===== src/hdl/sbfe_pkg.sv =====
// Package for the servo bus frame engine: item structs, job queue entry,
// function and job codes, frame constants. No dependencies.
`default_nettype none

package sbfe_pkg;

  // response layout
  localparam int RESPONSE_LENGTH = 12;
  localparam logic [3:0] RX_LAST_IDX = 4'(RESPONSE_LENGTH - 1);

  // job queue depth and pointer width
  localparam int QUEUE_DEPTH = 2;
  localparam int QUEUE_PW    = $clog2(QUEUE_DEPTH);

  // frame bytes
  localparam logic [7:0] HDR_A     = 8'h12;
  localparam logic [7:0] HDR_B     = 8'h4C;
  localparam logic [7:0] CMD_POS   = 8'h0D;
  localparam logic [7:0] CMD_READ  = 8'h10;
  localparam logic [7:0] CMD_SYNC  = 8'h19;
  localparam logic [7:0] LEN_POS   = 8'd11;
  localparam logic [7:0] LEN_READ  = 8'h01;
  localparam logic [7:0] LEN_SYNC  = 8'd36;
  localparam logic [7:0] SYNC_CNT  = 8'h03;
  localparam logic [7:0] RSP_A     = 8'h05;
  localparam logic [7:0] RSP_B     = 8'h1C;

  // last byte index of each frame
  localparam logic [5:0] POS_LAST  = 6'd15;
  localparam logic [5:0] READ_LAST = 6'd5;
  localparam logic [5:0] SYNC_LAST = 6'd40;

  // input function codes
  typedef enum logic [1:0] {
    FUNC_POS  = 2'd0,
    FUNC_READ = 2'd1,
    FUNC_SYNC = 2'd2,
    FUNC_RX   = 2'd3
  } func_e_t;

  // queued job codes
  typedef enum logic [1:0] {
    JOB_POS    = 2'd0,
    JOB_READ   = 2'd1,
    JOB_SYNC   = 2'd2,
    JOB_REPORT = 2'd3
  } job_code_t;

  typedef struct packed {
    func_e_t            func;
    logic [7:0]         dest_id;
    logic signed [31:0] target_tenths;
    logic signed [31:0] second_tenths;
    logic signed [31:0] third_tenths;
    logic [31:0]        move_time_ms;
    logic [15:0]        drive_power;
    logic [7:0]         rx_byte;
  } in_item_t;

  typedef struct packed {
    logic               kind;
    logic [7:0]         tx_byte;
    logic               last;
    logic signed [31:0] angle_tenths;
    logic signed [15:0] turns;
    logic               ok;
  } out_item_t;

  // a report reuses ang0 for the angle and power for the turn count
  typedef struct packed {
    job_code_t   code;
    logic [7:0]  id;
    logic [31:0] ang0;
    logic [31:0] ang1;
    logic [31:0] ang2;
    logic [31:0] move_ms;
    logic [15:0] power;
    logic        rpt_ok;
  } job_t;

endpackage

`default_nettype wire


===== src/hdl/sbfe_queue.sv =====
// Two-entry job queue between the front classifier and the back serializer.
// Depends on sbfe_pkg.
`default_nettype none

module sbfe_queue
  import sbfe_pkg::*;
(
  input  wire logic clk,
  input  wire logic rst,
  input  wire logic push,
  input  wire job_t push_job,
  output logic      full,
  input  wire logic pop,
  output logic      head_valid,
  output job_t      head_job
);

  job_t                slots [QUEUE_DEPTH];
  logic [QUEUE_PW-1:0] wr_ptr;
  logic [QUEUE_PW-1:0] rd_ptr;
  logic [QUEUE_PW:0]   count;
  logic                do_push;
  logic                do_pop;

  assign full       = (count == (QUEUE_PW+1)'(QUEUE_DEPTH));
  assign head_valid = (count != '0);
  assign head_job   = slots[rd_ptr];
  assign do_push    = push && !full;
  assign do_pop     = pop && head_valid;

  // entry storage
  always_ff @(posedge clk) begin
    if (do_push) begin
      slots[wr_ptr] <= push_job;
    end
  end

  // pointers and fill count
  always_ff @(posedge clk) begin
    if (rst) begin
      wr_ptr <= '0;
      rd_ptr <= '0;
      count  <= '0;
    end else begin
      if (do_push) begin
        wr_ptr <= (wr_ptr == QUEUE_PW'(QUEUE_DEPTH - 1)) ? '0 : wr_ptr + 1'b1;
      end
      if (do_pop) begin
        rd_ptr <= (rd_ptr == QUEUE_PW'(QUEUE_DEPTH - 1)) ? '0 : rd_ptr + 1'b1;
      end
      if (do_push && !do_pop) begin
        count <= count + 1'b1;
      end else if (do_pop && !do_push) begin
        count <= count - 1'b1;
      end
    end
  end

endmodule

`default_nettype wire


===== src/hdl/sbfe_front.sv =====
// Front end: accepts items, runs the response receiver and queues frame
// and report jobs. Depends on sbfe_pkg.
`default_nettype none

module sbfe_front
  import sbfe_pkg::*;
(
  input  wire logic     clk,
  input  wire logic     rst,
  input  wire logic     cmd_valid,
  output logic          cmd_ready,
  input  wire in_item_t cmd,
  output logic          push,
  output job_t          push_job,
  input  wire logic     q_full
);

  logic        rx_armed;
  logic [3:0]  rx_index;
  logic [7:0]  rx_sum;
  logic        rx_header_good;
  logic [31:0] rx_position;
  logic [15:0] rx_turn_count;

  logic        accept;
  logic        rx_end;
  logic        good;
  logic [1:0]  pos_lane;
  logic        turn_lane;

  assign cmd_ready = !q_full;
  assign accept    = cmd_valid && cmd_ready;
  assign rx_end    = rx_armed && (rx_index >= RX_LAST_IDX);
  assign good      = rx_header_good && (cmd.rx_byte == rx_sum);
  assign pos_lane  = 2'(rx_index - 4'd5);
  assign turn_lane = 1'(rx_index - 4'd9);

  // job classification
  always_comb begin
    push_job         = '0;
    push_job.id      = cmd.dest_id;
    push_job.ang0    = cmd.target_tenths;
    push_job.ang1    = cmd.second_tenths;
    push_job.ang2    = cmd.third_tenths;
    push_job.move_ms = cmd.move_time_ms;
    push_job.power   = cmd.drive_power;
    push             = 1'b0;
    unique case (cmd.func)
      FUNC_POS: begin
        push_job.code = JOB_POS;
        push          = accept;
      end
      FUNC_READ: begin
        push_job.code = JOB_READ;
        push          = accept;
      end
      FUNC_SYNC: begin
        push_job.code = JOB_SYNC;
        push          = accept;
      end
      default: begin
        push_job.code   = JOB_REPORT;
        push_job.ang0   = good ? rx_position : '0;
        push_job.power  = good ? rx_turn_count : '0;
        push_job.rpt_ok = good;
        push            = accept && rx_end;
      end
    endcase
  end

  // response receiver
  always_ff @(posedge clk) begin
    if (rst) begin
      rx_armed       <= 1'b0;
      rx_index       <= '0;
      rx_sum         <= '0;
      rx_header_good <= 1'b1;
      rx_position    <= '0;
      rx_turn_count  <= '0;
    end else if (accept) begin
      if (cmd.func == FUNC_READ || (cmd.func == FUNC_RX && rx_end)) begin
        rx_armed       <= (cmd.func == FUNC_READ);
        rx_index       <= '0;
        rx_sum         <= '0;
        rx_header_good <= 1'b1;
        rx_position    <= '0;
        rx_turn_count  <= '0;
      end else if (cmd.func == FUNC_RX && rx_armed) begin
        if ((rx_index == 4'd0 && cmd.rx_byte != RSP_A) ||
            (rx_index == 4'd1 && cmd.rx_byte != RSP_B)) begin
          rx_header_good <= 1'b0;
        end
        if (rx_index >= 4'd5 && rx_index <= 4'd8) begin
          rx_position[pos_lane*8 +: 8] <= rx_position[pos_lane*8 +: 8] | cmd.rx_byte;
        end
        if (rx_index >= 4'd9 && rx_index <= 4'd10) begin
          rx_turn_count[turn_lane*8 +: 8] <= rx_turn_count[turn_lane*8 +: 8] | cmd.rx_byte;
        end
        rx_sum   <= rx_sum + cmd.rx_byte;
        rx_index <= rx_index + 4'd1;
      end
    end
  end

endmodule

`default_nettype wire


===== src/hdl/sbfe_back.sv =====
// Back end: turns queued jobs into transmit bytes with a running checksum,
// or into one feedback report, through an output register. Depends on sbfe_pkg.
`default_nettype none

module sbfe_back
  import sbfe_pkg::*;
(
  input  wire logic clk,
  input  wire logic rst,
  input  wire logic head_valid,
  input  wire job_t head_job,
  output logic      pop,
  output logic      res_valid,
  input  wire logic res_ready,
  output out_item_t res
);

  logic [5:0] idx;
  logic [7:0] sum;
  logic       load;
  logic       is_last;
  logic [5:0] last_idx;
  logic [7:0] body_byte;
  logic [7:0] cur_byte;
  logic [5:0] rel;
  logic [5:0] off;
  logic [7:0] sync_id;
  logic [31:0] sync_ang;

  // pick byte lane of a word
  function automatic logic [7:0] lane8(input logic [31:0] v, input logic [1:0] sel);
    lane8 = v[sel*8 +: 8];
  endfunction

  // last index per frame type
  always_comb begin
    unique case (head_job.code)
      JOB_POS:  last_idx = POS_LAST;
      JOB_READ: last_idx = READ_LAST;
      JOB_SYNC: last_idx = SYNC_LAST;
      default:  last_idx = '0;
    endcase
  end

  // sync servo slot: 11 bytes each after the 7-byte preamble
  always_comb begin
    rel = idx - 6'd7;
    if (rel >= 6'd22) begin
      sync_id  = 8'd2;
      sync_ang = head_job.ang2;
      off      = rel - 6'd22;
    end else if (rel >= 6'd11) begin
      sync_id  = 8'd1;
      sync_ang = head_job.ang1;
      off      = rel - 6'd11;
    end else begin
      sync_id  = 8'd0;
      sync_ang = head_job.ang0;
      off      = rel;
    end
  end

  // frame body byte
  always_comb begin
    body_byte = '0;
    unique case (head_job.code)
      JOB_POS, JOB_READ: begin
        if (idx == 6'd0)       body_byte = HDR_A;
        else if (idx == 6'd1)  body_byte = HDR_B;
        else if (idx == 6'd2)  body_byte = (head_job.code == JOB_POS) ? CMD_POS : CMD_READ;
        else if (idx == 6'd3)  body_byte = (head_job.code == JOB_POS) ? LEN_POS : LEN_READ;
        else if (idx == 6'd4)  body_byte = head_job.id;
        else if (idx <= 6'd8)  body_byte = lane8(head_job.ang0, 2'(idx - 6'd5));
        else if (idx <= 6'd12) body_byte = lane8(head_job.move_ms, 2'(idx - 6'd9));
        else                   body_byte = lane8({16'd0, head_job.power}, 2'(idx - 6'd13));
      end
      JOB_SYNC: begin
        if (idx == 6'd0)      body_byte = HDR_A;
        else if (idx == 6'd1) body_byte = HDR_B;
        else if (idx == 6'd2) body_byte = CMD_SYNC;
        else if (idx == 6'd3) body_byte = LEN_SYNC;
        else if (idx == 6'd4) body_byte = CMD_POS;
        else if (idx == 6'd5) body_byte = LEN_POS;
        else if (idx == 6'd6) body_byte = SYNC_CNT;
        else if (off == 6'd0) body_byte = sync_id;
        else if (off <= 6'd4) body_byte = lane8(sync_ang, 2'(off - 6'd1));
        else if (off <= 6'd8) body_byte = lane8(head_job.move_ms, 2'(off - 6'd5));
        else                  body_byte = lane8({16'd0, head_job.power}, 2'(off - 6'd9));
      end
      default: body_byte = '0;
    endcase
  end

  assign is_last  = (idx == last_idx);
  assign cur_byte = is_last ? sum : body_byte;
  assign load     = head_valid && (!res_valid || res_ready);
  assign pop      = load && is_last;

  // byte counter and running checksum
  always_ff @(posedge clk) begin
    if (rst) begin
      idx <= '0;
      sum <= '0;
    end else if (load) begin
      if (is_last) begin
        idx <= '0;
        sum <= '0;
      end else begin
        idx <= idx + 6'd1;
        sum <= sum + cur_byte;
      end
    end
  end

  // output register
  always_ff @(posedge clk) begin
    if (rst) begin
      res_valid <= 1'b0;
    end else if (load) begin
      res_valid <= 1'b1;
    end else if (res_ready) begin
      res_valid <= 1'b0;
    end
  end

  always_ff @(posedge clk) begin
    if (load) begin
      if (head_job.code == JOB_REPORT) begin
        res.kind         <= 1'b1;
        res.tx_byte      <= '0;
        res.last         <= 1'b1;
        res.angle_tenths <= head_job.ang0;
        res.turns        <= head_job.power;
        res.ok           <= head_job.rpt_ok;
      end else begin
        res.kind         <= 1'b0;
        res.tx_byte      <= cur_byte;
        res.last         <= is_last;
        res.angle_tenths <= '0;
        res.turns        <= '0;
        res.ok           <= 1'b0;
      end
    end
  end

endmodule

`default_nettype wire


===== src/hdl/servo_bus_frame_engine_unit.sv =====
// Top level of the servo bus frame engine: front end, job queue, back end.
// Depends on sbfe_pkg, sbfe_front, sbfe_queue, sbfe_back.
//
// Usage:
//   cmd channel (cmd_valid/cmd_ready/cmd) takes one item per cycle: a position
//   command, a read request, a sync command or one received bus byte.
//   res channel (res_valid/res_ready/res) gives transmit bytes and reports.
//   A position command yields 16 bytes, a read request 6, a sync command 41,
//   one per cycle from the back-end byte counter; last marks each frame end.
//   The final byte of a response yields one feedback report; other received
//   bytes yield nothing and are taken one per cycle while the queue has room.
//   With the back end idle, an accepted item passes through the job queue and
//   then the output register before res_valid rises.
//   Throughput: one result per cycle from the back-end serializer while res_ready
//   is high; cmd stalls only while the two-entry job queue is full.
//   A read request arms the receiver at once; a later request restarts it.
//   Reset clears the receiver (not armed), the queue and res_valid.
//   If the receiver holds res_ready low, the output register holds its item,
//   the serializer stops and, once the queue fills, cmd_ready drops.
`default_nettype none

module servo_bus_frame_engine_unit
  import sbfe_pkg::*;
(
  input  wire logic      clk,
  input  wire logic      rst,
  input  wire logic      cmd_valid,
  output logic           cmd_ready,
  input  wire in_item_t  cmd,
  output logic           res_valid,
  input  wire logic      res_ready,
  output out_item_t      res
);

  logic push;
  job_t push_job;
  logic q_full;
  logic pop;
  logic head_valid;
  job_t head_job;

  // classify and run the receiver
  sbfe_front u_front (
    .clk       (clk),
    .rst       (rst),
    .cmd_valid (cmd_valid),
    .cmd_ready (cmd_ready),
    .cmd       (cmd),
    .push      (push),
    .push_job  (push_job),
    .q_full    (q_full)
  );

  // job queue
  sbfe_queue u_queue (
    .clk        (clk),
    .rst        (rst),
    .push       (push),
    .push_job   (push_job),
    .full       (q_full),
    .pop        (pop),
    .head_valid (head_valid),
    .head_job   (head_job)
  );

  // serialize frames and reports
  sbfe_back u_back (
    .clk        (clk),
    .rst        (rst),
    .head_valid (head_valid),
    .head_job   (head_job),
    .pop        (pop),
    .res_valid  (res_valid),
    .res_ready  (res_ready),
    .res        (res)
  );

endmodule

`default_nettype wire

===== config.mk =====
export PLATFORM = sky130hd
export DESIGN_NAME = servo_bus_frame_engine_unit
export DESIGN_NICKNAME = d
export VERILOG_FILES = /design/src/hdl/sbfe_pkg.sv /design/src/hdl/sbfe_queue.sv /design/src/hdl/sbfe_front.sv /design/src/hdl/sbfe_back.sv /design/src/hdl/servo_bus_frame_engine_unit.sv
export SDC_FILE = /design/constraint.sdc
export NUM_CORES = 1
export LEC_CHECK = 0
export BUFFER_PORTS_ARGS = -buffer_cell sky130_fd_sc_hd__buf_4
export CAP_MARGIN = 20
export CORE_AREA = 2 2 200 202
export CTS_BUF_LIST = sky130_fd_sc_hd__clkbuf_8
export CTS_CLUSTER_DIAMETER = 120
export DETAILED_ROUTE_END_ITERATION = 6
export DIE_AREA = 0 0 202 204
export GPL_TIMING_DRIVEN = 1
export PLACE_DENSITY = 0.75
export SLEW_MARGIN = 20
export SYNTH_ARGS = -nofsm -noshare
export SYNTH_HDL_FRONTEND = slang
export SYNTH_SLANG_ARGS = --single-unit

===== constraint.sdc =====
create_clock -name clk -period 11.6 [get_ports clk]
set_clock_uncertainty 0.1 [all_clocks]
set_input_delay 1.16 -clock clk [delete_from_list [all_inputs] [get_ports clk]]
set_output_delay 1.16 -clock clk [all_outputs]
set_load 0.03 [all_outputs]

==> flow_summary.yaml <==
floorplan:
  num_rows: 73
  die-area_um2: 41200
  boundaryPins: 227
  die_w_um: 202
  initial_core_util_pct: 54.4
  fp.dieH_um: 204
  coreArea_um2: 39200
timing:
  slew_headroom_pct: 28.7
  period_needed_ns: 8.06
  fin_ws_ns: 3.54
  fin_crit_sh_pct: 69.4
  rsz0062_at_grt: "false"
  max_freq_mhz: 124
  tightest_slew_ns: 1.07
  maxSlewViolCount: 0
  finalSetupTns_ns: 0
  finalSetupViolations: 0
  finalHoldViolCount: 0
detailed_routing:
  num_vias: 15000
  ant_nets: 0
  dr.first_iter.drc_count: 1606
  drt-vias-per-instance: 6.21
  wl_per_cell_um: 25.1
  routed_wl_mm: 60.4
  drc: 0
  drtPass1Iterations: 5
run:
  maxCapViolCount: 0
clocking:
  clk-insertion-delay-late_ns: 0.65
  post_cts_buffers: 0
  cts_sinks: 451
  h-tree-depth: 3
  cts_root_buf: "clkbuf_8"
  clk_pin_slew_ns: 0.06
  cts_buffers: 77
  cts-hold-fix-buffers: 0
  cts_resized: 0
  clockBufferDepth: 3
  cts_tree: "yes"
critical_path:
  max_stage_delay_ns: 0.75
  cp_slowest_cell: "ha_1"
  cp_max_fo: 30
  setup.worst_path.end_class: "flip-flop"
  startpoint_type: "flip-flop"
  cp.required_ns: 12.02
  arrival_ns: 8.47
  critPathKind: "reg2reg"
power:
  total_power_mw: 4.78
  power_density_nw_per_um2: 191
  leakage_nw: 8.99
  vdd_ir_drop_max_mv: 0.135
yosys:
  synth_edf_count: 369
  synth_cell_types: 83
  ys_async_sr_fraction_pct: 0
  ys_warn_count: 0
  syn_area_per_cell_um2: 13.3
  syn_inst: 1596
  syn_area_um2: 21300
  ys.flop_type: "edfxtp_1"
  yosysSeqAreaShare_pct: 59.7
  synth_fp_nets: 1795
  ys_seq_elements: 451
placed_design:
  pre_cts_ws_ns: 3.61
  finalWeightedCongestion: 0.952
  dp_cells: 2270
  portBuffers: 226
  dp_hpwl_mm: 42.3
finish:
  finalNonFillerCells: 2410
  num_antenna_cells: 0
  area_growth_pct: 17.1
  layout-drive-gt1-share_pct: 26.8
  nFillCells: 2916
  final_cell_mix: "369 x edfxtp_1, 246 x buf_4, 195 x nor2_1"
  finalNetCount: 2023
  layout_commonest_cell: "edfxtp_1"
global_route:
  grt_pass1_vias: 14900
  grt_overflow: 0
  grt_max_degree: 72
  grt_pass1_wl_mm: 90.6
  antenna_found_initial: 0
  grt_usage_pct: 29.5
outcome:
  status: "complete, no violations"
hold_path:
  hold_class: "reg2reg"
## final cells by class
type | instances | area [um2] | area share [%]
sequential | 451 | 12700 | 51.0
multi-input combinational | 1021 | 8100 | 32.5
timing repair buffer | 246 | 1850 | 7.41
clock buffer | 85 | 1170 | 4.69
tap | 525 | 657 | 2.63
clock inverter | 55 | 333 | 1.33
inverter | 27 | 101 | 0.406
## cell families after synthesis
logic type                 after synthesis  share of synthesized area, %
buffers and inverters                  124                          2.49
DFF                                    451                          59.7
and+or+nand+nor                        408                          8.52
muxes                                  212                          15.1
AOI/OAI and AO/OA                      342                          11.0
adders and majority gates               33                          2.01
xor gates and xnor gates                26                          1.14
## path summary, 6_finish.rpt
kind                                                start                   endpoint  slack (ns)  depth (start not counted)
worst max-delay path                        u_back.idx[0]              u_back.sum[7]        3.54                         29
worst max register to register              u_back.idx[0]              u_back.sum[7]        3.54                         29
worst min register to register  u_front.rx_turn_count[15]  u_front.rx_turn_count[15]        0.37                          2
worst min-delay path            u_front.rx_turn_count[15]  u_front.rx_turn_count[15]        0.37                          2
## Yosys cell counts, types with 6 or more instances
| cell | instances | area [um2] |
|---|---|---|
| nand2b_1 | 11 | 68.8 |
| a221oi_1 | 8 | 70.1 |
| o21ai_0 | 43 | 215 |
| mux4_2 | 83 | 1870 |
| edfxtp_1 | 369 | 11100 |
| dfxtp_1 | 82 | 1640 |
| a21oi_1 | 111 | 556 |
| o211ai_1 | 10 | 75.1 |
| ha_1 | 31 | 388 |
| buf_2 | 25 | 125 |
| mux2_2 | 28 | 315 |
| clkbuf_1 | 52 | 195 |
| mux2i_1 | 99 | 991 |
| a31oi_1 | 9 | 56.3 |
| nor2_1 | 195 | 732 |
| inv_1 | 25 | 93.8 |
| and2_1 | 21 | 131 |
| buf_1 | 13 | 48.8 |
| xor2_1 | 11 | 96.3 |
| nand3_1 | 15 | 75.1 |
| nor2b_1 | 6 | 37.5 |
| xnor2_1 | 13 | 114 |
| a22oi_1 | 15 | 113 |
| a21o_1 | 6 | 45.0 |
| a211o_1 | 6 | 52.6 |
| nand2_1 | 76 | 285 |
| a311oi_1 | 6 | 52.6 |
| nor3_1 | 51 | 255 |
| a22o_1 | 48 | 420 |
| a211oi_1 | 21 | 158 |
## power by group
part / leakage, nW / total [mW] / internal [mW] / switching (mW)
combinational: 4.03 / 1.31 / 0.470 / 0.835
sequential: 4.12 / 2.09 / 2.00 / 0.0871
clock: 0.837 / 1.38 / 0.711 / 0.667
## routing by layer
metal | wire [um] | GRT usage [%] | up-vias
li1 | - | - | 6657
met1 | 24500 | 41.1 | 7414
met2 | 28700 | 46.5 | 775
met5 | 0 | 0 | -
met4 | 2030 | 11.0 | 0
met3 | 5180 | 5.80 | 109
## worst max-delay path: cells and delay by family (launching register included)
kind / cells / cell delay (ns)
and+or+nand+nor: 5 / 0.70
muxes: 3 / 0.71
DFF: 1 / 0.31
AOI/OAI and AO/OA: 13 / 3.36
adders and majority gates: 3 / 1.22
buffers and inverters: 4 / 1.42
xor gates and xnor gates: 1 / 0.08
## metrics by stage
step | utilization, % | cell area (um2) | hold WS, ns
4_1_cts | 63.6 | 24900 | 0.371
5_1_grt | 63.6 | 24900 | 0.394
6_report | 63.6 | 24900 | 0.369
3_5_place_dp | 59.8 | 23400 | 0.355
2_1_floorplan | - | 21300 | 0.328
3_3_place_gp | 59.8 | 23400 | 0.351
## registers in the layout, indices dropped and copies added (netlist names), 2 cells and up, named ones only
register and cells:
u_queue.slots 310, u_back.res 59, u_front.rx_position 32, u_front.rx_turn_count 16, u_back.sum 8, u_front.rx_sum 8
u_back.idx 6, u_front.rx_index 4, u_queue.count 2
Power figures use the tool's default switching activity.
